**src/rtl/mexp_pkg.sv**
```systemverilog
package mexp_pkg;

    // fixed widths of the stream fields
    localparam int unsigned FIELD_WIDTH = 32;
    localparam int unsigned S_TDATA_WIDTH = 2 * FIELD_WIDTH;
    localparam int unsigned M_TDATA_WIDTH = FIELD_WIDTH;
    localparam int unsigned M_TUSER_WIDTH = 1;

    // default operand width, at most FIELD_WIDTH
    localparam int unsigned OPERAND_WIDTH_DEFAULT = 32;

endpackage

```
**src/rtl/modular_exponentiation_core.sv**
```systemverilog
// modular exponentiation core: power_result = base ** exponent mod modulus
//
// channels
//   config: cfg_valid/cfg_ready/cfg_data writes the modulus; cfg_ready is always
//     high; the modulus must only be changed while the core is idle (not enforced)
//   input: s_tvalid/s_tready/s_tdata, one beat carries base and exponent
//   result: m_tvalid/m_tready/m_tdata/m_tuser, one beat per input beat,
//     m_tuser flags a zero modulus (result then 0)
// timing
//   one bit-serial modular multiplier does all the work, one multiplier bit
//   per cycle; the base is first reduced mod the modulus, then each exponent
//   bit up to the highest set one gives a multiply into the accumulator if
//   set, and a squaring of the base
//   a zero modulus skips the multiplies and goes straight to the done state;
//   one item is worked on at a time, and the next beat is taken only once the
//   result has loaded and the core is idle again
// reset and stall
//   aresetn (synchronous, active low) clears the modulus to 0 and empties the core
//   a finished result waits in the output register while m_tready is low;
//   the next item is accepted meanwhile but its result waits for the slot
module modular_exponentiation_core #(
    parameter int unsigned OPERAND_WIDTH = mexp_pkg::OPERAND_WIDTH_DEFAULT
) (
    input  logic                                aclk,
    input  logic                                aresetn,
    // modulus write
    input  logic                                cfg_valid,
    output logic                                cfg_ready,
    input  logic [mexp_pkg::FIELD_WIDTH-1:0]    cfg_data,
    // tdata: base_value [31:0], exponent_value [63:32]
    input  logic                                s_tvalid,
    output logic                                s_tready,
    input  logic [mexp_pkg::S_TDATA_WIDTH-1:0]  s_tdata,
    // tdata: power_result [31:0]
    output logic                                m_tvalid,
    input  logic                                m_tready,
    output logic [mexp_pkg::M_TDATA_WIDTH-1:0]  m_tdata,
    // tuser: modulus_error [0]
    output logic [mexp_pkg::M_TUSER_WIDTH-1:0]  m_tuser
);

    localparam int unsigned W  = OPERAND_WIDTH;
    localparam int unsigned CW = (W > 1) ? $clog2(W) : 1;
    localparam int unsigned FW = mexp_pkg::FIELD_WIDTH;

    typedef enum logic [2:0] {
        ST_IDLE,
        ST_REDUCE,
        ST_CHECK,
        ST_MUL,
        ST_SQR,
        ST_DONE
    } state_t;

    state_t          state_reg, state_next;
    logic [FW-1:0]   modulus_reg, modulus_next;
    logic [W-1:0]    exp_reg, exp_next;
    logic [W-1:0]    base_reg, base_next;
    logic [W-1:0]    acc_reg, acc_next;
    logic            err_reg, err_next;
    logic [W-1:0]    rem_reg, rem_next;
    logic [W-1:0]    mplr_reg, mplr_next;
    logic [CW-1:0]   cnt_reg, cnt_next;
    logic            m_tvalid_reg, m_tvalid_next;
    logic [FW-1:0]   m_tdata_reg, m_tdata_next;
    logic            m_tuser_reg, m_tuser_next;

    logic [W-1:0]    mod_w;
    logic [W-1:0]    one_mod;
    logic [W-1:0]    mcand;
    logic [W+1:0]    sum;
    logic [W+1:0]    mod_x1;
    logic [W+1:0]    mod_x2;
    logic [W+1:0]    red;
    logic [W-1:0]    unit_res;
    logic            unit_last;
    logic            out_free;

    assign mod_w     = modulus_reg[W-1:0];
    assign cfg_ready = 1'b1;
    assign s_tready  = (state_reg == ST_IDLE);
    assign out_free  = !m_tvalid_reg || m_tready;

    // 1 reduced mod m, used as multiplicand when the base is reduced
    assign one_mod = (mod_w == W'(1)) ? '0 : W'(1);

    // shared unit: interleaved modular multiply, msb of mplr first
    assign mcand  = (state_reg == ST_REDUCE) ? one_mod : base_reg;
    assign sum    = {1'b0, rem_reg, 1'b0} + (mplr_reg[W-1] ? {2'b00, mcand} : '0);
    assign mod_x1 = {2'b00, mod_w};
    assign mod_x2 = {1'b0, mod_w, 1'b0};
    always_comb begin
        if (sum >= mod_x2) begin
            red = sum - mod_x2;
        end else if (sum >= mod_x1) begin
            red = sum - mod_x1;
        end else begin
            red = sum;
        end
    end
    assign unit_res  = red[W-1:0];
    assign unit_last = (cnt_reg == '0);

    // sequencer and datapath next state
    always_comb begin
        state_next    = state_reg;
        modulus_next  = modulus_reg;
        exp_next      = exp_reg;
        base_next     = base_reg;
        acc_next      = acc_reg;
        err_next      = err_reg;
        rem_next      = rem_reg;
        mplr_next     = mplr_reg;
        cnt_next      = cnt_reg;
        m_tvalid_next = m_tvalid_reg;
        m_tdata_next  = m_tdata_reg;
        m_tuser_next  = m_tuser_reg;

        if (cfg_valid && cfg_ready) begin
            modulus_next = cfg_data;
        end

        // output slot empties on a taken beat
        if (m_tvalid_reg && m_tready) begin
            m_tvalid_next = 1'b0;
        end

        // unit step in every multiply state
        if (state_reg == ST_REDUCE || state_reg == ST_MUL || state_reg == ST_SQR) begin
            rem_next  = unit_res;
            mplr_next = {mplr_reg[W-2:0], 1'b0};
            cnt_next  = cnt_reg - CW'(1);
        end

        case (state_reg)
            ST_IDLE: begin
                if (s_tvalid) begin
                    exp_next  = s_tdata[FW +: W];
                    mplr_next = s_tdata[W-1:0];
                    rem_next  = '0;
                    cnt_next  = CW'(W - 1);
                    if (mod_w == '0) begin
                        err_next   = 1'b1;
                        acc_next   = '0;
                        state_next = ST_DONE;
                    end else begin
                        err_next   = 1'b0;
                        acc_next   = W'(1);
                        state_next = ST_REDUCE;
                    end
                end
            end
            ST_REDUCE: begin
                if (unit_last) begin
                    base_next  = unit_res;
                    state_next = ST_CHECK;
                end
            end
            ST_CHECK: begin
                rem_next = '0;
                cnt_next = CW'(W - 1);
                if (exp_reg == '0) begin
                    state_next = ST_DONE;
                end else if (exp_reg[0]) begin
                    mplr_next  = acc_reg;
                    state_next = ST_MUL;
                end else begin
                    mplr_next  = base_reg;
                    state_next = ST_SQR;
                end
            end
            ST_MUL: begin
                if (unit_last) begin
                    acc_next   = unit_res;
                    rem_next   = '0;
                    mplr_next  = base_reg;
                    cnt_next   = CW'(W - 1);
                    state_next = ST_SQR;
                end
            end
            ST_SQR: begin
                if (unit_last) begin
                    base_next  = unit_res;
                    exp_next   = exp_reg >> 1;
                    state_next = ST_CHECK;
                end
            end
            ST_DONE: begin
                if (out_free) begin
                    m_tvalid_next = 1'b1;
                    m_tdata_next  = FW'(acc_reg);
                    m_tuser_next  = err_reg;
                    state_next    = ST_IDLE;
                end
            end
            default: begin
                state_next = ST_IDLE;
            end
        endcase
    end

    // registers
    always_ff @(posedge aclk) begin
        if (!aresetn) begin
            state_reg    <= ST_IDLE;
            modulus_reg  <= '0;
            m_tvalid_reg <= 1'b0;
        end else begin
            state_reg    <= state_next;
            modulus_reg  <= modulus_next;
            m_tvalid_reg <= m_tvalid_next;
        end
        exp_reg     <= exp_next;
        base_reg    <= base_next;
        acc_reg     <= acc_next;
        err_reg     <= err_next;
        rem_reg     <= rem_next;
        mplr_reg    <= mplr_next;
        cnt_reg     <= cnt_next;
        m_tdata_reg <= m_tdata_next;
        m_tuser_reg <= m_tuser_next;
    end

    assign m_tvalid   = m_tvalid_reg;
    assign m_tdata    = m_tdata_reg;
    assign m_tuser[0] = m_tuser_reg;

    // checks
    a_busy_after_accept: assert property (@(posedge aclk) disable iff (!aresetn)
        s_tvalid && s_tready |=> !s_tready)
        else $error("core still ready after taking a beat");

    a_error_zero_result: assert property (@(posedge aclk) disable iff (!aresetn)
        m_tvalid && m_tuser[0] |-> m_tdata == '0)
        else $error("modulus error with nonzero result");

    a_rem_below_mod: assert property (@(posedge aclk) disable iff (!aresetn)
        (state_reg == ST_REDUCE || state_reg == ST_MUL || state_reg == ST_SQR)
        |-> rem_reg < mod_w)
        else $error("partial remainder not reduced");

    a_base_below_mod: assert property (@(posedge aclk) disable iff (!aresetn)
        state_reg == ST_CHECK |-> base_reg < mod_w)
        else $error("running base not reduced");

    a_load_from_done: assert property (@(posedge aclk) disable iff (!aresetn)
        $rose(m_tvalid) |-> $past(state_reg == ST_DONE))
        else $error("result beat raised outside done state");

endmodule

```
**config.mk**
```make
export PLATFORM = sky130hd
export DESIGN_NAME = modular_exponentiation_core
export DESIGN_NICKNAME = d
export VERILOG_FILES = /design/src/rtl/mexp_pkg.sv /design/src/rtl/modular_exponentiation_core.sv
export SDC_FILE = /design/constraint.sdc
export NUM_CORES = 1
export LEC_CHECK = 0
export ABC_AREA = 0
export BUFFER_PORTS_ARGS = -buffer_cell sky130_fd_sc_hd__buf_4
export CORE_MARGIN = 2
export CORE_UTILIZATION = 55
export DETAILED_ROUTE_END_ITERATION = 8
export PLACE_DENSITY = 0.77
export SLEW_MARGIN = 10
export SYNTH_ARGS = -nofsm -noshare
export SYNTH_HDL_FRONTEND = slang
export SYNTH_SLANG_ARGS = --single-unit
```
**constraint.sdc**
```tcl
create_clock -name aclk -period 5.1 [get_ports aclk]
set_input_delay 0.51 -clock aclk [delete_from_list [all_inputs] [get_ports aclk]]
set_output_delay 0.51 -clock aclk [all_outputs]
set_load 0.005 [all_outputs]
```
# Yosys cells after proc, flatten, opt, wreduce, memory -nomap -nowiden
# Index checks and enable logic that the tools add are counted.
dict set report totals {
  regBits 235
  latchBits 0
  ram_bits 0
  romBits 0
  in_bits 101
  output_inout_bits 36
  word_cells 85
  mem_count 0
}
dict set report op_classes {
  addsub 4
  n_mul 0
  n_div 0
  magnitude_cmp 2
  eq_ne 11
  shifts 0
  n_mux 38
  bitwise 0
  reduce_logical 18
}
# operator count
set ops {}
lappend ops {{$mux 32} 16}
lappend ops {{$pmux 32 s3} 2}
lappend ops {{$pmux 32 s2} 2}
lappend ops {{$logic_not 32->1} 2}
lappend ops {{$sub 32x32->32} 2}
lappend ops {{$add 33x32->34} 1}
lappend ops {{$ge 34x32->1} 1}
lappend ops {{$ge 34x33->1} 1}
lappend ops {{$eq 32x1->1 const B} 1}
lappend ops {{$mux 3} 7}
lappend ops {{$mux 5} 3}
lappend ops {{$pmux 3 s5} 1}
lappend ops {{$pmux 5 s3} 1}
lappend ops {{$ne 2x2->1 const B} 4}
lappend ops {{$eq 3x2->1 const B} 2}
lappend ops {{$eq 3x3->1 const B} 2}
lappend ops {{$mux 1} 6}
lappend ops {{$reduce_and 2->1} 3}
lappend ops {{$reduce_and 3->1} 2}
lappend ops {{$logic_not 5->1} 1}
lappend ops {{$sub 5x1->5 const B} 1}
lappend ops {{$reduce_and 4->1} 1}
lappend ops {{$reduce_bool 2->1} 2}
lappend ops {{$eq 3x1->1 const B} 1}
lappend ops {{6 further kinds} 8}

# Logic depth before layout (Yosys ltp)
dict set report depth {
  depth_word 11
  ltp_mapped 29
  mapped_depth_nobuf 26
}

# Least setup slack after synthesis
# No wires, ideal clock.
dict set report synth_path {
  path_type {reg-to-reg}
  start {reg state_reg[0]}
  end {reg acc_reg[18], data pin}
  arrival_ps 5254
  t_required_ps 4833
  path_slack_ps -421
  path_stages_with_launch 28
  path_buffers 2
  cell_sequence {dfxtp_1 > inv_1 > nor3_1 > nor2b_1 > clkbuf_1 > and2_1 > ha_1 > inv_1 > fa_1 > nor2b_1 > o2111ai_1 > a21bo_2 > a21oi_1 > a21boi_0 > o211ai_1 > a21oi_1 > xnor2_1 > ha_1 > nand4_1 > nor3_1 > nand3_1 > nor4_1 > a2111oi_4 > and2_4 > buf_6 > and3_1 > a211oi_1 > nor2_1}
}
dict set report synth_between {
  elab_chain_len 9
  elab_cells_between_ends 14
  cone_classes {add/sub: 3; order compare: 2; eq/ne: 2; mux: 6; reduce/logical: 1}
}
# item line_no
set synth_rtl {}
lappend synth_rtl {{from (decl)} modular_exponentiation_core.sv:55} ;# state_t state_reg, state_next;
lappend synth_rtl {{from (signal assigned)} modular_exponentiation_core.sv:209} ;# state_reg <= state_next;
lappend synth_rtl {{$eq 3x1->1} modular_exponentiation_core.sv:88} ;# assign mcand = (state_reg == ST_REDUCE) ? one_mod : base_reg;
lappend synth_rtl {{$mux 32} modular_exponentiation_core.sv:88}
lappend synth_rtl {{$mux 32} modular_exponentiation_core.sv:89} ;# assign sum = {1'b0, rem_reg, 1'b0} + (mplr_reg[W-1] ? {2'b00, mcand} : '0);
lappend synth_rtl {{$add 33x32->34} modular_exponentiation_core.sv:89}
lappend synth_rtl {{$sub 32x32->32 / $ge 34x32->1 (equally long branches)} {modular_exponentiation_core.sv:96, modular_exponentiation_core.sv:95}}
lappend synth_rtl {{$mux 32} modular_exponentiation_core.sv:95} ;# end else if (sum >= mod_x1) begin
lappend synth_rtl {{$mux 32} modular_exponentiation_core.sv:93} ;# if (sum >= mod_x2) begin
lappend synth_rtl {{$mux 32} modular_exponentiation_core.sv:173} ;# if (unit_last) begin
lappend synth_rtl {{$pmux 32 s2 (*)} modular_exponentiation_core.sv:135} ;# case (state_reg)
lappend synth_rtl {{to (signal assigned)} modular_exponentiation_core.sv:215} ;# acc_reg <= acc_next;
lappend synth_rtl {{to (decl)} modular_exponentiation_core.sv:59} ;# logic [W-1:0] acc_reg, acc_next;
# Every way passes the cells marked *; elsewhere a longest branch is shown, timed or not. The select of a mux whose other input is x is not followed.
# A chain may end at the register's enable or synchronous reset.

# Worst setup path in the final report
dict set report layout_path {
  start {reg state_reg[0]}
  end {reg acc_reg[11], data pin}
}
# Same word-level chain as after synthesis.

==> impl_metrics.yaml <==
setup_path:
  path_common_cell: "buf_6"
  critPathMaxFanout: 6
  worstReg2RegStart: "state_reg[0]"
  worst-r2r-cell-count: 28
  crit_required_ns: 5.43
  cp_top_family: "simple AND/OR/NAND/NOR gates"
  crit_type: "register to register"
  critPathBufInv: 7
  cp-startpoint: "state_reg[0]"
  cp-start-kind: "register"
  arrival_ns: 6.03
  crit_slowest_cell: "dfxtp_2"
  crit_cells: 28
  slowest_delay_ns: 0.35
  end_kind: "register"
cells_and_area:
  final_cells: 2640
  area_growth_pct: 44.0
  layout_commonest_cell: "buf_4"
  drive_gt1_share_pct: 38.6
  multi_input_area_sq_um: 10400
  diodes: 0
  register_area_sq_um: 6010
  nNetsFinal: 2442
  final_cell_mix: "502 x buf_4, 221 x nand2_1, 130 x edfxtp_1"
  fillers: 1668
synthesis:
  synth_area_leaders: "edfxtp_1 25%, dfxtp_1 14%, ha_1 7.7%"
  ys_ff_latch: 235
  synth_flop_cell: "edfxtp_1"
  synthCells: 1751
  synth_top_area_share_pct: 25.1
  async_reset_ff_share_pct: 0
  synthesis.nets: 1951
  yosys_warnings: 0
  yosys.cell_types.count: 87
  syn_area_sq_um: 15600
  synth_edf_count: 130
  avgSynthCellArea_sq_um: 8.88
  synth_largest_area_cell: "edfxtp_1"
  ys_seq_area_share_pct: 38.6
timing:
  timing.final.crit_share_pct: 112
  setup_viol: 96
  slew_headroom_pct: -2.02
  clock_skew_ns: 0.0188
  rsz0062_at_grt: "yes"
  clock.fmax_mhz: 175
  hold_viol: 0
  period_needed_ns: 5.70
  worst_pin_slew_ns: 1.53
  tns_ns: -39.71
  slew_viol_final: 10
  layout_setup_ws_ns: -0.603
  hold_slack_ns: 0.178
grt:
  antenna_found_initial: 0
  grt_pass1_wl_um: 78800
  grt_pass1_vias: 15000
  grt_usage_pct: 33.8
  grt_overflow: 0
  grt_max_degree: 66
place:
  hpwl_um: 37300
  dpl_worst_slack_ns: -0.632
  place.gp.congestion: 1.04
  portBuffers: 135
  dp.cells: 2536
drt:
  drc: 0
  ant_nets: 0
  vias: 16500
  drtPass1Iterations: 6
  drt_iter0_markers: 2093
  wire_per_inst_um: 21.2
  viasPerCell: 6.27
  routed_wirelength_um: 56100
floorplanning:
  core_area_sq_um: 27800
  die_h_um: 172
  core.rowCount: 61
  die_x_um: 172
  start_util_pct: 56.0
  die_area_sq_um: 29600
  io_pins: 137
clock_network:
  clk_latency_ns: 0.55
  clk_pin_slew_ns: 0.07
  cts_buffer_depth: 3
  cts-root-buf: "clkbuf_16"
  htreeDepth: 1
  clock_sinks: 235
  cts_tree: "built"
  ctsHoldBuffers: 0
  cts_made_buffers: 26
run:
  drv_cap: 1
status:
  outcome: "finished, violations left"
  violations: "capacitance limit, slew limit, setup timing"
worst_hold_path:
  worstHoldPathCells: 3
  hp-start: "s_tdata[23]"
  worstHoldPathType: "input port to register"
-- repair_timing --
| item | CTS | global route |
|---|---|---|
| resized for setup | 121 | 200 |
| gates cloned | 2 | 3 |
| pin swaps | 48 | 67 |
| endpoints found under the setup margin | 96 | 96 |
| setup buffers | 22 | 34 |
-- through the flow --
step	utilization [%]	area [sq um]
floorplan	-	15600
global placement	70.0	19400
detailed placement	70.0	19400
CTS	76.3	21200
global route	80.6	22400
finish	80.6	22400
-- synthesized netlist by cell type, types with 6 or more instances --
master / n
buf_2: 8
a311oi_1: 6
nand4_1: 13
a221oi_1: 32
inv_1: 83
and3_1: 18
o21bai_1: 12
nor4_1: 22
o211ai_1: 19
nand3_1: 43
a31oi_1: 21
xnor2_1: 50
a211o_1: 7
o31ai_1: 13
o21ai_1: 6
clkbuf_1: 57
nor2_1: 138
edfxtp_1: 130
and2_1: 38
nand2b_1: 17
mux2_2: 37
xor2_1: 20
nand2_1: 234
dfxtp_1: 105
nor3_1: 35
a21o_1: 26
a21oi_1: 156
mux2i_1: 46
ha_1: 96
a211oi_1: 16
o21a_1: 19
nor2b_1: 18
o21ai_0: 85
buf_6: 6
or3_1: 15
-- metal layers --
| layer | part of all wire (%) | vias to the layer above | track usage, % |
|---|---|---|---|
| met5 | 0 | - | 0 |
| met4 | 4.5 | 0 | 10.3 |
| met3 | 10 | 219 | 6.13 |
| met2 | 46 | 1064 | 54.1 |
| met1 | 40 | 7869 | 46.7 |
| li1 | - | 7394 | - |
-- path summary, 6_finish.rpt --
| path | endpoint | slack, ns |
|---|---|---|
| setup / recovery | acc_reg[11] | -0.60 |
| hold / removal | mplr_reg[23] | 0.18 |
| setup reg to reg | acc_reg[11] | -0.60 |
| hold reg to reg | m_tuser | 0.42 |
-- cell families after synthesis --
logic type	Yosys count	synth area share, %
xor gates and xnor gates	70	3.94
DFF	235	38.6
buffers and inverters	164	4.39
and+or+nand+nor	610	18.1
other	1	0.0241
AOI/OAI and AO/OA	488	21.1
adders and majority gates	99	8.11
muxes	84	5.74
-- tightest hold or removal path, delay by kind of cell --
kind | cells | cell delay (ns)
buffers and inverters | 1 | 0.08
AOI/OAI and AO/OA | 1 | 0.06
and+or+nand+nor | 1 | 0.05
-- final cells by class --
class | count | area share, %
Inverter | 84 | 1.41
Clock buffer | 34 | 3.17
Timing Repair Buffer | 541 | 19.0
Sequential cell | 235 | 26.8
Tap cell | 378 | 2.11
Clock inverter | 14 | 0.877
Multi-Input combinational cell | 1354 | 46.6
Power is left out: the tool's default activity adds up to more than one toggle a clock period on the data nets, which glitch-free logic cannot reach.
